### config.mk
export PLATFORM = sky130hd
export DESIGN_NAME = schema_literal_classifier_core
export DESIGN_NICKNAME = d
export VERILOG_FILES = /design/src/rtl/core/slc_pkg.sv /design/src/rtl/core/slc_front.sv /design/src/rtl/core/slc_queue.sv /design/src/rtl/core/slc_back.sv /design/src/rtl/core/schema_literal_classifier_core.sv
export SDC_FILE = /design/constraint.sdc
export NUM_CORES = 1
export LEC_CHECK = 0
export ABC_AREA = 1
export ABC_CLOCK_PERIOD_IN_PS = 2850
export BUFFER_PORTS_ARGS = -buffer_cell sky130_fd_sc_hd__buf_2
export CAP_MARGIN = 20
export CORE_AREA = 2 2 92 94
export CTS_BUF_LIST = sky130_fd_sc_hd__clkbuf_4 sky130_fd_sc_hd__clkbuf_8
export CTS_CLUSTER_SIZE = 14
export DETAILED_ROUTE_END_ITERATION = 8
export DIE_AREA = 0 0 94 96
export GPL_TIMING_DRIVEN = 0
export PLACE_DENSITY = 0.76
export SYNTH_ARGS = -nofsm -noshare
export SYNTH_HDL_FRONTEND = slang
export SYNTH_SLANG_ARGS = --single-unit
### constraint.sdc
create_clock -name clk -period 2.85 [get_ports clk]
set_input_delay 0.57 -clock clk [delete_from_list [all_inputs] [get_ports clk]]
set_output_delay 0.57 -clock clk [all_outputs]
set_load 0.005 [all_outputs]
### src/rtl/core/slc_pkg.sv
// ----------------------------------------------------------------------------
// slc_pkg
// Shared types for the schema literal classifier: character classes, the
// queue entry and the phase encodings of the three recognizers.
// ----------------------------------------------------------------------------
package slc_pkg;

  localparam int CharW = 8;
  localparam int OutDataW = 8;

  typedef enum logic [4:0] {
    CC_NONE     = 5'd0,
    CC_ZERO_ONE = 5'd1,
    CC_DIGIT    = 5'd2,
    CC_SIGN     = 5'd3,
    CC_DOT      = 5'd4,
    CC_UP_E     = 5'd5,
    CC_LOW_E    = 5'd6,
    CC_UP_N     = 5'd7,
    CC_LOW_A    = 5'd8,
    CC_UP_I     = 5'd9,
    CC_UP_F     = 5'd10,
    CC_LOW_F    = 5'd11,
    CC_LOW_L    = 5'd12,
    CC_LOW_S    = 5'd13,
    CC_LOW_T    = 5'd14,
    CC_LOW_R    = 5'd15,
    CC_LOW_U    = 5'd16,
    CC_OTHER    = 5'd17
  } char_class_t;

  typedef struct packed {
    char_class_t cls;
    logic        last;
  } slc_item_t;

  typedef enum logic [3:0] {
    IP_START  = 4'b0001,
    IP_SIGN   = 4'b0010,
    IP_DIGITS = 4'b0100,
    IP_DEAD   = 4'b1000
  } int_phase_t;

  typedef enum logic [10:0] {
    BS_START = 11'b000_0000_0001,
    BS_BIT   = 11'b000_0000_0010,
    BS_F     = 11'b000_0000_0100,
    BS_FA    = 11'b000_0000_1000,
    BS_FAL   = 11'b000_0001_0000,
    BS_FALS  = 11'b000_0010_0000,
    BS_FALSE = 11'b000_0100_0000,
    BS_T     = 11'b000_1000_0000,
    BS_TR    = 11'b001_0000_0000,
    BS_TRUE  = 11'b010_0000_0000,
    BS_DEAD  = 11'b100_0000_0000
  } bool_state_t;

  typedef enum logic [15:0] {
    DP_START    = 16'h0001,
    DP_SIGN     = 16'h0002,
    DP_INT      = 16'h0004,
    DP_INT_DOT  = 16'h0008,
    DP_FRAC     = 16'h0010,
    DP_DOT      = 16'h0020,
    DP_EXP      = 16'h0040,
    DP_EXP_SIGN = 16'h0080,
    DP_EXP_DIG  = 16'h0100,
    DP_N        = 16'h0200,
    DP_NA       = 16'h0400,
    DP_NAN      = 16'h0800,
    DP_I        = 16'h1000,
    DP_IN       = 16'h2000,
    DP_INF      = 16'h4000,
    DP_DEAD     = 16'h8000
  } dbl_phase_t;

endpackage

### src/rtl/core/slc_front.sv
// ----------------------------------------------------------------------------
// slc_front
// Input stage: takes one byte per transfer, maps it to a character class and
// holds it in a register until the queue takes it. Empty marks without last
// are dropped here.
// ----------------------------------------------------------------------------
module slc_front (
  input  logic                      clk,
  input  logic                      rst,
  input  logic                      s_tvalid,
  output logic                      s_tready,
  input  logic [slc_pkg::CharW-1:0] s_tdata,
  input  logic                      s_tlast,
  input  logic                      s_tuser,
  output logic                      f_valid,
  output slc_pkg::slc_item_t        f_item,
  input  logic                      q_ready
);
  import slc_pkg::*;

  char_class_t cls;

  always_comb begin
    if (s_tuser) begin
      cls = CC_NONE;
    end else begin
      case (s_tdata)
        8'h30, 8'h31: cls = CC_ZERO_ONE;
        8'h32, 8'h33, 8'h34, 8'h35,
        8'h36, 8'h37, 8'h38, 8'h39: cls = CC_DIGIT;
        8'h2B, 8'h2D: cls = CC_SIGN;
        8'h2E: cls = CC_DOT;
        8'h45: cls = CC_UP_E;
        8'h65: cls = CC_LOW_E;
        8'h4E: cls = CC_UP_N;
        8'h61: cls = CC_LOW_A;
        8'h49: cls = CC_UP_I;
        8'h46: cls = CC_UP_F;
        8'h66: cls = CC_LOW_F;
        8'h6C: cls = CC_LOW_L;
        8'h73: cls = CC_LOW_S;
        8'h74: cls = CC_LOW_T;
        8'h72: cls = CC_LOW_R;
        8'h75: cls = CC_LOW_U;
        default: cls = CC_OTHER;
      endcase
    end
  end

  assign s_tready = !f_valid || q_ready;

  always_ff @(posedge clk) begin
    if (rst) begin
      f_valid <= 1'b0;
    end else if (s_tready) begin
      f_valid <= s_tvalid && !(s_tuser && !s_tlast);
    end
  end

  always_ff @(posedge clk) begin
    if (s_tready) begin
      f_item.cls  <= cls;
      f_item.last <= s_tlast;
    end
  end

endmodule

### src/rtl/core/slc_queue.sv
// ----------------------------------------------------------------------------
// slc_queue
// Small register FIFO between the classifier stage and the recognizers.
// ----------------------------------------------------------------------------
module slc_queue #(
  parameter int DEPTH = 4
) (
  input  logic               clk,
  input  logic               rst,
  input  logic               push,
  input  slc_pkg::slc_item_t push_item,
  output logic               ready,
  output logic               valid,
  output slc_pkg::slc_item_t pop_item,
  input  logic               pop
);
  import slc_pkg::*;

  localparam int PtrW = (DEPTH > 1) ? $clog2(DEPTH) : 1;
  localparam int CntW = $clog2(DEPTH + 1);
  localparam logic [PtrW-1:0] PtrLast = PtrW'(DEPTH - 1);
  localparam logic [CntW-1:0] CntFull = CntW'(DEPTH);

  slc_item_t       entries [DEPTH];
  logic [PtrW-1:0] wr_ptr;
  logic [PtrW-1:0] rd_ptr;
  logic [CntW-1:0] count;

  assign ready    = count != CntFull;
  assign valid    = count != '0;
  assign pop_item = entries[rd_ptr];

  always_ff @(posedge clk) begin
    if (rst) begin
      wr_ptr <= '0;
      rd_ptr <= '0;
      count  <= '0;
    end else begin
      if (push) begin
        wr_ptr <= (wr_ptr == PtrLast) ? '0 : wr_ptr + 1'b1;
      end
      if (pop) begin
        rd_ptr <= (rd_ptr == PtrLast) ? '0 : rd_ptr + 1'b1;
      end
      if (push && !pop) begin
        count <= count + 1'b1;
      end else if (pop && !push) begin
        count <= count - 1'b1;
      end
    end
  end

  always_ff @(posedge clk) begin
    if (push) begin
      entries[wr_ptr] <= push_item;
    end
  end

  a_no_overflow: assert property (@(posedge clk) disable iff (rst)
    push |-> ready)
    else $error("queue push while full");

  a_no_underflow: assert property (@(posedge clk) disable iff (rst)
    pop |-> valid)
    else $error("queue pop while empty");

endmodule

### src/rtl/core/slc_back.sv
// ----------------------------------------------------------------------------
// slc_back
// Runs the boolean, integer and double recognizers on classified characters
// and registers one verdict per token on the output channel.
// ----------------------------------------------------------------------------
module slc_back (
  input  logic                         clk,
  input  logic                         rst,
  input  logic                         q_valid,
  input  slc_pkg::slc_item_t           q_item,
  output logic                         q_pop,
  output logic                         m_tvalid,
  input  logic                         m_tready,
  output logic [slc_pkg::OutDataW-1:0] m_tdata
);
  import slc_pkg::*;

  int_phase_t  iphase, iphase_next;
  bool_state_t bphase, bphase_next;
  dbl_phase_t  dphase, dphase_next;
  logic        digit, sign, expo;
  char_class_t c;

  assign c     = q_item.cls;
  assign digit = (c == CC_ZERO_ONE) || (c == CC_DIGIT);
  assign sign  = c == CC_SIGN;
  assign expo  = (c == CC_UP_E) || (c == CC_LOW_E);

  assign q_pop = q_valid && (!q_item.last || !m_tvalid || m_tready);

  always_comb begin
    case (iphase)
      IP_START: iphase_next = sign ? IP_SIGN : (digit ? IP_DIGITS : IP_DEAD);
      IP_SIGN, IP_DIGITS: iphase_next = digit ? IP_DIGITS : IP_DEAD;
      default: iphase_next = IP_DEAD;
    endcase
  end

  always_comb begin
    case (bphase)
      BS_START: begin
        if (c == CC_ZERO_ONE) bphase_next = BS_BIT;
        else if (c == CC_LOW_F) bphase_next = BS_F;
        else if (c == CC_LOW_T) bphase_next = BS_T;
        else bphase_next = BS_DEAD;
      end
      BS_F:    bphase_next = (c == CC_LOW_A) ? BS_FA : BS_DEAD;
      BS_FA:   bphase_next = (c == CC_LOW_L) ? BS_FAL : BS_DEAD;
      BS_FAL:  bphase_next = (c == CC_LOW_S) ? BS_FALS : BS_DEAD;
      BS_FALS: bphase_next = (c == CC_LOW_E) ? BS_FALSE : BS_DEAD;
      BS_T:    bphase_next = (c == CC_LOW_R) ? BS_TR : BS_DEAD;
      BS_TR:   bphase_next = (c == CC_LOW_U) ? BS_TRUE : BS_DEAD;
      default: bphase_next = BS_DEAD;
    endcase
  end

  always_comb begin
    case (dphase)
      DP_START, DP_SIGN: begin
        if ((dphase == DP_START) && sign) dphase_next = DP_SIGN;
        else if ((dphase == DP_START) && (c == CC_UP_N)) dphase_next = DP_N;
        else if (digit) dphase_next = DP_INT;
        else if (c == CC_DOT) dphase_next = DP_DOT;
        else if (c == CC_UP_I) dphase_next = DP_I;
        else dphase_next = DP_DEAD;
      end
      DP_INT: begin
        if (digit) dphase_next = DP_INT;
        else if (c == CC_DOT) dphase_next = DP_INT_DOT;
        else if (expo) dphase_next = DP_EXP;
        else dphase_next = DP_DEAD;
      end
      DP_INT_DOT, DP_FRAC: begin
        if (digit) dphase_next = DP_FRAC;
        else if (expo) dphase_next = DP_EXP;
        else dphase_next = DP_DEAD;
      end
      DP_DOT: dphase_next = digit ? DP_FRAC : DP_DEAD;
      DP_EXP: dphase_next = sign ? DP_EXP_SIGN : (digit ? DP_EXP_DIG : DP_DEAD);
      DP_EXP_SIGN, DP_EXP_DIG: dphase_next = digit ? DP_EXP_DIG : DP_DEAD;
      DP_N:  dphase_next = (c == CC_LOW_A) ? DP_NA : DP_DEAD;
      DP_NA: dphase_next = (c == CC_UP_N) ? DP_NAN : DP_DEAD;
      DP_I:  dphase_next = (c == CC_UP_N) ? DP_IN : DP_DEAD;
      DP_IN: dphase_next = (c == CC_UP_F) ? DP_INF : DP_DEAD;
      default: dphase_next = DP_DEAD;
    endcase
  end

  // phases after this character, or unchanged for an empty mark
  int_phase_t  iphase_upd;
  bool_state_t bphase_upd;
  dbl_phase_t  dphase_upd;

  assign iphase_upd = (c == CC_NONE) ? iphase : iphase_next;
  assign bphase_upd = (c == CC_NONE) ? bphase : bphase_next;
  assign dphase_upd = (c == CC_NONE) ? dphase : dphase_next;

  always_ff @(posedge clk) begin
    if (rst) begin
      iphase   <= IP_START;
      bphase   <= BS_START;
      dphase   <= DP_START;
      m_tvalid <= 1'b0;
    end else begin
      if (q_pop) begin
        if (q_item.last) begin
          iphase <= IP_START;
          bphase <= BS_START;
          dphase <= DP_START;
        end else begin
          iphase <= iphase_upd;
          bphase <= bphase_upd;
          dphase <= dphase_upd;
        end
      end
      if (q_pop && q_item.last) begin
        m_tvalid <= 1'b1;
      end else if (m_tready) begin
        m_tvalid <= 1'b0;
      end
    end
  end

  always_ff @(posedge clk) begin
    if (q_pop && q_item.last) begin
      m_tdata[0] <= (bphase_upd == BS_BIT) || (bphase_upd == BS_FALSE) ||
                    (bphase_upd == BS_TRUE);
      m_tdata[1] <= iphase_upd == IP_DIGITS;
      m_tdata[2] <= (dphase_upd == DP_INT) || (dphase_upd == DP_INT_DOT) ||
                    (dphase_upd == DP_FRAC) || (dphase_upd == DP_EXP_DIG) ||
                    (dphase_upd == DP_NAN) || (dphase_upd == DP_INF);
      m_tdata[OutDataW-1:3] <= '0;
    end
  end

  a_result_follows_last: assert property (@(posedge clk) disable iff (rst)
    q_pop && q_item.last |=> m_tvalid)
    else $error("token end gave no result");

  a_restart_after_last: assert property (@(posedge clk) disable iff (rst)
    q_pop && q_item.last |=>
      (iphase == IP_START) && (bphase == BS_START) && (dphase == DP_START))
    else $error("recognizers not restarted after token end");

  a_integer_is_double: assert property (@(posedge clk) disable iff (rst)
    m_tvalid |-> (!m_tdata[1] || m_tdata[2]))
    else $error("integer token not flagged as double");

endmodule

### src/rtl/core/schema_literal_classifier_core.sv
// ----------------------------------------------------------------------------
// schema_literal_classifier_core
// Lexical check of one text token as boolean, integer and double.
//
// Input stream: one token byte per transfer. s_tdata[7:0] is the byte,
// s_tlast marks the final byte, s_tuser marks an item with no byte (an empty
// token when s_tlast is set; ignored otherwise).
// Output stream: one transfer per token. m_tdata[0] boolean, [1] integer,
// [2] double, [7:3] zero.
// A byte is taken every cycle while s_tready is high. After the transfer
// carrying s_tlast is taken, it passes the front register and a queue entry
// before the result register raises m_tvalid.
// The queue of QUEUE_DEPTH entries lets the input keep running while the
// output is stalled; a stalled result holds only token ends, so bytes of the
// next token still flow until the queue fills, then s_tready drops.
// Reset returns all recognizers to the start of a token and empties the
// queue and the output register.
// ----------------------------------------------------------------------------
module schema_literal_classifier_core #(
  parameter int QUEUE_DEPTH = 4
) (
  input  logic                         clk,
  input  logic                         rst,
  input  logic                         s_tvalid,
  output logic                         s_tready,
  input  logic [slc_pkg::CharW-1:0]    s_tdata,   // [7:0] character
  input  logic                         s_tlast,
  input  logic                         s_tuser,   // [0] empty_token
  output logic                         m_tvalid,
  input  logic                         m_tready,
  output logic [slc_pkg::OutDataW-1:0] m_tdata    // [0] boolean_ok, [1] integer_ok,
                                                  // [2] double_ok, [7:3] zero
);
  import slc_pkg::*;

  logic      f_valid;
  slc_item_t f_item;
  logic      q_ready;
  logic      q_valid;
  slc_item_t q_item;
  logic      q_pop;

  slc_front u_front (
    .clk      (clk),
    .rst      (rst),
    .s_tvalid (s_tvalid),
    .s_tready (s_tready),
    .s_tdata  (s_tdata),
    .s_tlast  (s_tlast),
    .s_tuser  (s_tuser),
    .f_valid  (f_valid),
    .f_item   (f_item),
    .q_ready  (q_ready)
  );

  slc_queue #(
    .DEPTH (QUEUE_DEPTH)
  ) u_queue (
    .clk       (clk),
    .rst       (rst),
    .push      (f_valid && q_ready),
    .push_item (f_item),
    .ready     (q_ready),
    .valid     (q_valid),
    .pop_item  (q_item),
    .pop       (q_pop)
  );

  slc_back u_back (
    .clk      (clk),
    .rst      (rst),
    .q_valid  (q_valid),
    .q_item   (q_item),
    .q_pop    (q_pop),
    .m_tvalid (m_tvalid),
    .m_tready (m_tready),
    .m_tdata  (m_tdata)
  );

endmodule

==> results of run 1 <==
## power groups by stage
stage                     combinational, W  sequential [W]  clock [W]
after floorplan                    0.00143         0.00137          0
after global placement             0.00185         0.00139          0
after detailed placement           0.00190         0.00139          0
after CTS                          0.00192         0.00137   0.000967
after global routing               0.00217         0.00139    0.00102
final                              0.00192         0.00137   0.000959
## per-layer routing
layer / track usage, % / up-vias / share of wire, %
met5: 0 / - / 0
met3: 6.26 / 20 / 4.9
met2: 44.5 / 122 / 47
li1: - / 2262 / -
met4: 10.6 / 0 / 1.8
met1: 35.5 / 2065 / 46
## per-stage QoR
step | std cells | setup WS [ns] | total power, W
2_1_floorplan | 677 | 0.523 | 0.00280
3_3_place_gp | 800 | 0.148 | 0.00324
3_5_place_dp | 800 | 0.0755 | 0.00329
4_1_cts | 816 | 0.0553 | 0.00425
5_1_grt | 815 | 0.0626 | 0.00457
6_report | 815 | 0.350 | 0.00425
## layout by cell type (no fill, tap or decap), types with 4 or more instances in the layout
master / instances
sky130_fd_sc_hd__clkbuf_1: 5
sky130_fd_sc_hd__dfxtp_1: 42
sky130_fd_sc_hd__buf_6: 4
sky130_fd_sc_hd__o21ai_0: 22
sky130_fd_sc_hd__o21ai_1: 6
sky130_fd_sc_hd__nand2_2: 5
sky130_fd_sc_hd__nand4_1: 17
sky130_fd_sc_hd__nor2_1: 77
sky130_fd_sc_hd__nand3b_1: 5
sky130_fd_sc_hd__clkbuf_8: 10
sky130_fd_sc_hd__ha_1: 6
sky130_fd_sc_hd__nor4_1: 4
sky130_fd_sc_hd__edfxtp_1: 33
sky130_fd_sc_hd__nand2_1: 189
sky130_fd_sc_hd__o22ai_1: 8
sky130_fd_sc_hd__a21oi_1: 42
sky130_fd_sc_hd__inv_1: 86
sky130_fd_sc_hd__nor3_1: 19
sky130_fd_sc_hd__inv_2: 6
sky130_fd_sc_hd__buf_2: 18
sky130_fd_sc_hd__conb_1: 5
sky130_fd_sc_hd__nand3_1: 49
sky130_fd_sc_hd__buf_4: 7
## logic make-up after synthesis
| group | Yosys count | share of synthesized area, % |
|---|---|---|
| other cells | 1 | 0.0805 |
| simple gates | 382 | 36.5 |
| buf+inv | 112 | 10.3 |
| compound gates | 95 | 11.6 |
| fa+ha+maj | 7 | 2.04 |
| xor+xnor | 1 | 0.188 |
| flops | 75 | 39.3 |
## state kept, by name, indices dropped and copies added (netlist names), named ones only
register / flops
u_queue.entries: 24
u_back.dphase: 16
u_back.bphase: 11
u_front.f_item: 6
u_back.iphase: 4
u_back.m_tdata: 3
u_queue.count: 3
u_queue.rd_ptr: 2
u_queue.wr_ptr: 2
u_back.m_tvalid: 1
u_front.f_valid: 1
## layout make-up
| type | instances | area (um2) | area share [%] |
|---|---|---|---|
| Buffer | 18 | 124 | 2.42 |
| Clock buffer | 10 | 138 | 2.69 |
| Clock inverter | 6 | 93.8 | 1.83 |
| Inverter | 93 | 352 | 6.86 |
| Multi-Input combinational cell | 490 | 2360 | 46.1 |
| Sequential cell | 75 | 1830 | 35.8 |
| Tap cell | 105 | 131 | 2.56 |
| Timing Repair Buffer | 18 | 90.1 | 1.76 |
## repair_timing
item	in CTS	in global routing
setup buffers	0	0
gates resized for setup	0	1
hold buffers	0	0
setup endpoints to repair	0	2
## final timing paths
| check | from | to | slack [ns] | cells past startpoint |
|---|---|---|---|---|
| setup / recovery | flip-flop | u_back.m_tdata[2] | 0.35 | 16 |
| hold / removal | s_tlast | u_front.f_item[0] | 0.40 | 1 |
| setup reg to reg | flip-flop | u_back.m_tdata[2] | 0.35 | 16 |
| hold reg to reg | u_back.bphase[5] | u_back.bphase[5] | 0.47 | 2 |
==> metrics.txt, run 1 <==
library cell with the largest summed area after synthesis sky130_fd_sc_hd__edfxtp_1; routed via count 4,469; Bufs on Longest Clock Path 2; async set-or-reset flop fraction in the synthesized netlist 0%; gr ovfl total 0; switch share 44.6%; Num CTS Buffers 9; critical-path cell with the highest stage delay sky130_fd_sc_hd__dfxtp_1; crit path cell chain buf_4 > nand2_1 > nand3_1 > nand2_1 > nand2_2 > inv_2 > nand2_4 > inv_2 > buf_6 > nand2_1 > nand2_2 > nor2_1 > nand2_1 > nor2_1 > nand4_1 > o21ai_1; worst-skew pair later-pin latency 0.37 ns; half-perimeter wire length of the detailed placement result 8.48 mm; Util after Layout 63.6%; part of the total power dissipated in combinational logic 45.2%; io pins 24; worst-case hold slack 0.400 ns; overall track demand over capacity in global routing 27.3%; design area 0.00512 mm2; antenna violations before repair 0; top-area cell type share of the netlist area 21.3%; synthesized instance count 673; Antenna Diode Count 0; maximum clock rate 400 MHz; chip width 94 um; largest stage delay on the critical path 0.42 ns; net count of the finished layout 726; count of final max-slew check failures 0; Avg Synthesized Cell Area 6.92 um2; wire length of the first global-routing pass 19.3 mm; Vias per Instance 5.48; CP top delay family simple AND/OR/NAND/NOR gates; vias in the first global route 4,259; H-tree depth 3; internal power contribution 0.00235 W; starting density of the core 57.8%; initial drt markers 301; Top FF cell, synth sky130_fd_sc_hd__dfxtp_1; final-layout fill cell count 734; clock tree from TritonCTS done; critical path buffer and inverter count 4; time the final worst path needs with I/O delays and setup 2.50 ns; routed len/inst 13.8 um; Sink Count 75; Worst Setup Path Type reg -> reg; cell chosen for the clock root sky130_fd_sc_hd__clkbuf_8; largest cells by area after synthesis sky130_fd_sc_hd__edfxtp_1, sky130_fd_sc_hd__dfxtp_1, sky130_fd_sc_hd__nand2_1, sky130_fd_sc_hd__inv_1, sky130_fd_sc_hd__nor2_1; top fanout value on the critical path 10; setup repair after global routing missed its margin false; sequential share of the synthesized area 39.3%; run status completed; leading cell types by count after synthesis sky130_fd_sc_hd__nand2_1, sky130_fd_sc_hd__inv_1, sky130_fd_sc_hd__nor2_1; DRC errors left 0; Core ar. 0.00805 mm2; Die Y 96 um; count of input and output buffers 18; sequential power share 32.2%; final worst-path cycle share 87.7%; final clock skew 0.0149 ns; Layout Area Growth over Synthesis 10.0%; CTS clk-pin slew, worst paths 0.08 ns; wirelength, routed 11.2 mm; category of the worst setup path launch point flip-flop; critical path data arrival time 2.67 ns; Worst Path Required 3.02 ns; CP dominant cell by count sky130_fd_sc_hd__nand2_1; count of flip-flops with a built-in enable after synthesis 33; Leak Pwr 2.21 nW; first-pass iteration count of the detailed router 5; synth warn 0; post-route ant nets 0; final hold viol count 0; overall die area 0.00902 mm2; endpoints failing setup 0; setup tns final 0 ns; post-synthesis cell type count 45; critical path capture point type flip-flop; Routability Congestion 0.972; Clk network pwr share 22.5%; #FFs+latches synth 75; maximum number of pins on one net before global-route repair 15; cell area after placement 0.00489 mm2; share of layout cells above drive strength 1 10.3%; Tightest Pin Transition 0.982 ns; total power density per cell area 830 mW/mm2; most repeated cell in the gate-level netlist after synthesis sky130_fd_sc_hd__nand2_1; total standard cell area after synthesis 0.00466 mm2; Rel. slew slack 34.0%; count of max-cap constraint violations 0; Site Rows 33; worst hold path class in -> reg; Switching Power 0.00190 W; VDD IR-drop max 569 uV
Note: power is estimated with default switching activity, not from simulation.
==> inputs of run 2 (changes only) <==
ABC_CLOCK_PERIOD_IN_PS = 2100   (was 2850)
CORE_AREA = 2 2 93 95   (was 2 2 92 94)
DIE_AREA = 0 0 95 97   (was 0 0 94 96)
PLACE_DENSITY = 0.78   (was 0.76)
clock period = 2.1 ns   (was 2.85 ns; I/O delays follow)
==> metrics.txt, run 2 (synthesis results as in run 1) <==
run status finished, violations left; failing checks negative setup slack; antenna violations before repair 0 (unchanged); CTS Hold Bufs 0 (unchanged); clock tree from TritonCTS done; cell chosen for the clock root sky130_fd_sc_hd__clkbuf_8; setup tns final -0.299 ns (-0.299 ns); Leak Pwr 2.42 nW (+9.1%); Tightest Pin Transition 0.724 ns (-0.258 ns); most common library cell in the layout ignoring fill and taps sky130_fd_sc_hd__nand2_1; CTS clk-pin slew, worst paths 0.09 ns (about the same); routed via count 4,933 (+10%); H-tree depth 3 (unchanged); top fanout value on the critical path 10 (unchanged); Layout Area Growth over Synthesis 22.8%; first-pass iteration count of the detailed router 5 (unchanged); routed len/inst 15.5 um (+12%); io pins 24 (unchanged); initial drt markers 478 (+59%); share of layout cells above drive strength 1 24.1% (+14 points); half-perimeter wire length of the detailed placement result 8.75 mm (+3.1%); Die Y 97 um (+1.0%); gr ovfl total 0 (unchanged); wire length of the first global-routing pass 20.4 mm (+5.6%); Routability Congestion 0.955 (-1.7%); biggest regs u_queue.entries (24), u_back.dphase (16), u_back.bphase (11); category of the worst setup path launch point flip-flop; VDD IR-drop max 661 uV (+16%); total power density per cell area 1160 mW/mm2 (+40%); count of final max-slew check failures 0 (unchanged); worst hold path class in -> reg; Hold Crit Start s_tlast; Sink Count 75 (unchanged); post-route ant nets 0 (unchanged); final-layout fill cell count 650 (-11%); final hold viol count 0 (unchanged); setup repair after global routing missed its margin true; critical path capture point type flip-flop; Bufs on Longest Clock Path 2 (unchanged); critical path data arrival time 2.39 ns (-0.28 ns); worst-skew pair later-pin latency 0.36 ns (about the same); Rel. slew slack 51.7% (+18 points); DRC errors left 0 (unchanged); max FFs per register 24 (unchanged); Worst Setup Path Type reg -> reg; maximum clock rate 439 MHz (+9.8%); vias in the first global route 4,312 (+1.2%); commonest cells after routing, fill and taps aside sky130_fd_sc_hd__nand2_1, sky130_fd_sc_hd__inv_1, sky130_fd_sc_hd__nor2_1, sky130_fd_sc_hd__a21oi_1, sky130_fd_sc_hd__dfxtp_1; count of input and output buffers 18 (unchanged); dpl ws -0.261 ns (-0.336 ns); Worst Path Required 2.22 ns (-0.80 ns); maximum number of pins on one net before global-route repair 15 (unchanged); net count of the finished layout 762 (+5.0%); endpoints failing setup 3 (+3); Antenna Diode Count 0 (unchanged); Num CTS Buffers 9 (unchanged); Vias per Instance 5.80 (+5.7%); overall die area 0.00922 mm2 (+2.1%); Site Rows 33 (unchanged); wirelength, routed 13.2 mm (+17%); final clock skew 0.0149 ns (+0.0000237 ns); time the final worst path needs with I/O delays and setup 2.28 ns (-0.223 ns); most flop-heavy register u_queue.entries; Core ar. 0.00813 mm2 (+1.0%); starting density of the core 57.2% (-0.59 points); final worst-path cycle share 108% (+21 points); worst setup margin -0.177 ns (-0.527 ns); chip width 95 um (+1.1%); count of max-cap constraint violations 0 (unchanged); overall track demand over capacity in global routing 28.0% (+0.67 points)
run 2: changes by cell type in the layout (fill, tap and decap cells not counted), sizes merged:
| cell | before | now |
|---|---|---|
| clkinv | 0 | 5 |
| clkinvlp | 1 | 0 |
| buf | 31 | 67 |
| inv | 96 | 94 |
| bufinv | 2 | 0 |
run 2: layer usage:
layer	GRT usage (%)	vias to the layer above	share of wire, %
li1	-	2354	-
met2	44.9	252	48
met4	9.48	0	2.7
met1	38.1	2285	41
met5	0	-	0
met3	4.83	42	8.0
run 2: final timing paths:
check / to / slack [ns] / cells past startpoint
worst max-delay path: u_back.m_tdata[2] / -0.18 / 14
worst min-delay path: u_front.f_item[0] / 0.26 / 1
worst max register to register: u_back.m_tdata[2] / -0.18 / 14
worst min register to register: u_back.bphase[1] / 0.47 / 2
run 2: timing repair:
| action | in CTS | in global routing |
|---|---|---|
| setup buffers | 20 | 14 |
| setup endpoints to repair | 5 | 12 |
| resized for setup | 58 | 49 |
| gates cloned | 1 | 0 |
| pin swaps | 28 | 22 |
run 2: where the power goes:
group / leakage (nW) / total (W) / switching [W] / internal, W
logic: 1.67 / 0.00372 / 0.00240 / 0.00132
clock network: 0.0938 / 0.00104 / 0.000592 / 0.000445
registers: 0.652 / 0.00190 / 0.000159 / 0.00174
total: 2.42 / 0.00665 / 0.00315 / 0.00350
run 2: critical path: stages, from the launching register on:
cell and delay [ns]:
sky130_fd_sc_hd__dfxtp_1 0.32, sky130_fd_sc_hd__buf_6 0.15, sky130_fd_sc_hd__inv_4 0.13, sky130_fd_sc_hd__nand3_2 0.11
sky130_fd_sc_hd__nand2_4 0.14, sky130_fd_sc_hd__buf_4 0.13, sky130_fd_sc_hd__nand3_1 0.17, sky130_fd_sc_hd__nor2_4 0.18
sky130_fd_sc_hd__inv_1 0.13, sky130_fd_sc_hd__o22ai_2 0.16, sky130_fd_sc_hd__nor2_1 0.08, sky130_fd_sc_hd__nand2_1 0.09
sky130_fd_sc_hd__nand2_1 0.05, sky130_fd_sc_hd__nand4_1 0.11, sky130_fd_sc_hd__o21ai_2 0.08
run 2: final cells by class:
class,instances,area (um2),area share (%)
multi-input cells,490,2680,46.9
flip-flops and latches,75,1840,32.1
inverters,93,372,6.50
repair buffers,53,369,6.46
plain buffers,19,158,2.76
clock buffers,10,131,2.30
well taps,105,131,2.30
clock inverters,6,41.3,0.722
run 2: through the flow:
step / cell area (um2) / power [W] / util (%) / hold slack, ns / cells
after global routing: 5720 / 0.00703 / 70.3 / 0.246 / 851
after detailed placement: 4910 / 0.00451 / 60.4 / 0.455 / 800
final: 5720 / 0.00665 / 70.3 / 0.256 / 851
after CTS: 5440 / 0.00603 / 66.9 / 0.248 / 837
after floorplan: 4690 / 0.00384 / - / 0.445 / 677
after global placement: 4910 / 0.00446 / 60.4 / 0.456 / 800
==> inputs of run 3 (changes only) <==
CORE_AREA = 2 2 95 97   (was 2 2 93 95)
CTS_BUF_LIST = not set   (was sky130_fd_sc_hd__clkbuf_4 sky130_fd_sc_hd__clkbuf_8)
DIE_AREA = 0 0 97 99   (was 0 0 95 97)
PLACE_DENSITY = 0.75   (was 0.78)
TNS_END_PERCENT = 20   (was not set)
==> metrics.txt, run 3 (synthesis results as in run 1) <==
maximum clock rate 453 MHz (+3.1%); worst-skew pair later-pin latency 0.35 ns (about the same); Routability Congestion 0.967 (+1.2%); Sink Count 75 (unchanged); final hold viol count 0 (unchanged); wire length of the first global-routing pass 20.3 mm (-0.30%); Layout Area Growth over Synthesis 22.1%; Site Rows 34 (+3.0%); DRC errors left 0 (unchanged); final-layout fill cell count 730 (+12%); overall die area 0.00960 mm2 (+4.2%); biggest regs u_queue.entries (24), u_back.dphase (16), u_back.bphase (11); Tightest Pin Transition 0.643 ns (-0.0809 ns); clock tree from TritonCTS done; wirelength, routed 12.4 mm (-6.0%); post-layout power 0.00658 W (-1.1%); Leak Pwr 2.41 nW (-0.28%); maximum number of pins on one net before global-route repair 16 (+1); VDD IR-drop max 514 uV (-22%); failing checks negative setup slack; Util after Layout 66.5% (-3.8 points); crit path cell chain inv_4 > buf_6 > nand2_1 > nand3_2 > nand2_2 > inv_2 > nand3_2 > nand2_2 > clkbuf_8 > ha_2 > inv_2 > fa_2 > nor2_2 > nor2_1 > nand2_1 > buf_4 > a21oi_1; H-tree depth 3 (unchanged); net count of the finished layout 757 (-0.66%); count of input and output buffers 18 (unchanged); critical path data arrival time 2.45 ns (+0.06 ns); run status finished, violations left; endpoints failing setup 4 (+1); critical-path cell with the highest stage delay sky130_fd_sc_hd__dfxtp_4; Rel. slew slack 57.1% (+5.4 points); overall track demand over capacity in global routing 25.8% (-2.2 points); routed len/inst 14.6 um (-5.7%); share of layout cells above drive strength 1 22.5% (-1.6 points); gr ovfl total 0 (unchanged); cell chosen for the clock root sky130_fd_sc_hd__clkbuf_8; CTS Hold Bufs 0 (unchanged); category of the worst setup path launch point flip-flop; Die Y 99 um (+2.1%); Core ar. 0.00855 mm2 (+5.1%); count of max-cap constraint violations 0 (unchanged); setup repair after global routing missed its margin true; Antenna Diode Count 0 (unchanged); antenna violations before repair 0 (unchanged); vias in the first global route 4,402 (+2.1%); post-route ant nets 0 (unchanged); half-perimeter wire length of the detailed placement result 8.76 mm (+0.21%); most common library cell in the layout ignoring fill and taps sky130_fd_sc_hd__nand2_1; Vias per Instance 5.50 (-5.1%); top fanout value on the critical path 5 (-5); max FFs per register 24 (unchanged); starting density of the core 54.4% (-2.8 points); chip width 97 um (+2.1%); Worst Setup Path Type reg -> reg; first-pass iteration count of the detailed router 5 (unchanged); io pins 24 (unchanged); initial drt markers 300 (-37%); worst hold path class in -> reg; critical path capture point type flip-flop; worst setup margin -0.108 ns (+0.0685 ns); final clock skew 0.0139 ns (-0.000937 ns); final worst-path cycle share 105% (-3.3 points); count of final max-slew check failures 0 (unchanged); most flop-heavy register u_queue.entries; largest stage delay on the critical path 0.37 ns (+0.05 ns); commonest cells after routing, fill and taps aside sky130_fd_sc_hd__nand2_1, sky130_fd_sc_hd__inv_1, sky130_fd_sc_hd__nor2_1, sky130_fd_sc_hd__nand3_1, sky130_fd_sc_hd__a21oi_1; # placed instances 803 (+0.38%); routed via count 4,668 (-5.4%); Worst Path Required 2.34 ns (+0.12 ns); CTS clk-pin slew, worst paths 0.09 ns (about the same); total power density per cell area 1160 mW/mm2 (-0.54%); Num CTS Buffers 9 (unchanged); time the final worst path needs with I/O delays and setup 2.21 ns (-0.0685 ns); final cell count without fillers 849 (-0.24%); Bufs on Longest Clock Path 2 (unchanged)
-- run 3: cell type report --
class	count	area, um2	area share [%]
Tap cell	108	135	2.38
Clock buffer	9	124	2.18
Timing Repair Buffer	48	347	6.09
Buffer	19	158	2.77
Sequential cell	75	1840	32.3
Clock inverter	7	81.3	1.43
Inverter	93	369	6.49
Multi-Input combinational cell	490	2640	46.4
-- run 3: repair_timing --
action                                 4_1_cts  5_1_grt
setup buffers                               14       13
gates cloned                                 1        2
resized for setup                           44       52
endpoints found under the hold margin        0        0
setup endpoints to repair                    5       11
pin swaps                                   21       25
-- run 3: path summary, 6_finish.rpt --
check	from	end	slack, ns	depth (start not counted)
setup reg to reg	flip-flop	u_queue.count[2]	-0.11	17
hold / removal	s_tlast	u_front.f_item[0]	0.26	1
setup / recovery	flip-flop	u_queue.count[2]	-0.11	17
hold reg to reg	u_back.bphase[1]	u_back.bphase[1]	0.47	2
-- run 3: worst max-delay path: cells and delay by family (launching register included) --
kind / cells / cell delay, ns
compound gates: 1 / 0.05
fa+ha+maj: 2 / 0.51
buf+inv: 6 / 0.56
flops: 1 / 0.37
simple gates: 8 / 0.60
-- run 3: where the power goes --
part	switching [W]	total [W]	internal (W)
clock network	0.000595	0.00116	0.000565
registers	0.000153	0.00189	0.00174
logic	0.00228	0.00353	0.00125
-- run 3: metrics by stage --
stage | hold slack, ns | worst slack [ns] | setup TNS, ns | instance area (um2)
finish | 0.262 | -0.108 | -0.257 | 5690
global route | 0.258 | -0.236 | -0.873 | 5690
CTS | 0.249 | -0.0864 | -0.249 | 5380
detailed placement | 0.460 | -0.290 | -0.993 | 4920
global placement | 0.451 | -0.211 | -0.754 | 4920
floorplan | 0.445 | 0.0340 | 0 | 4690
-- run 3: metal layers --
metal,up-vias,global-route usage (%),share of wire (%)
met3,35,4.61,5.2
met4,0,8.78,2.9
li1,2336,-,-
met5,-,0,0
met2,136,43.5,48
met1,2161,33.6,44
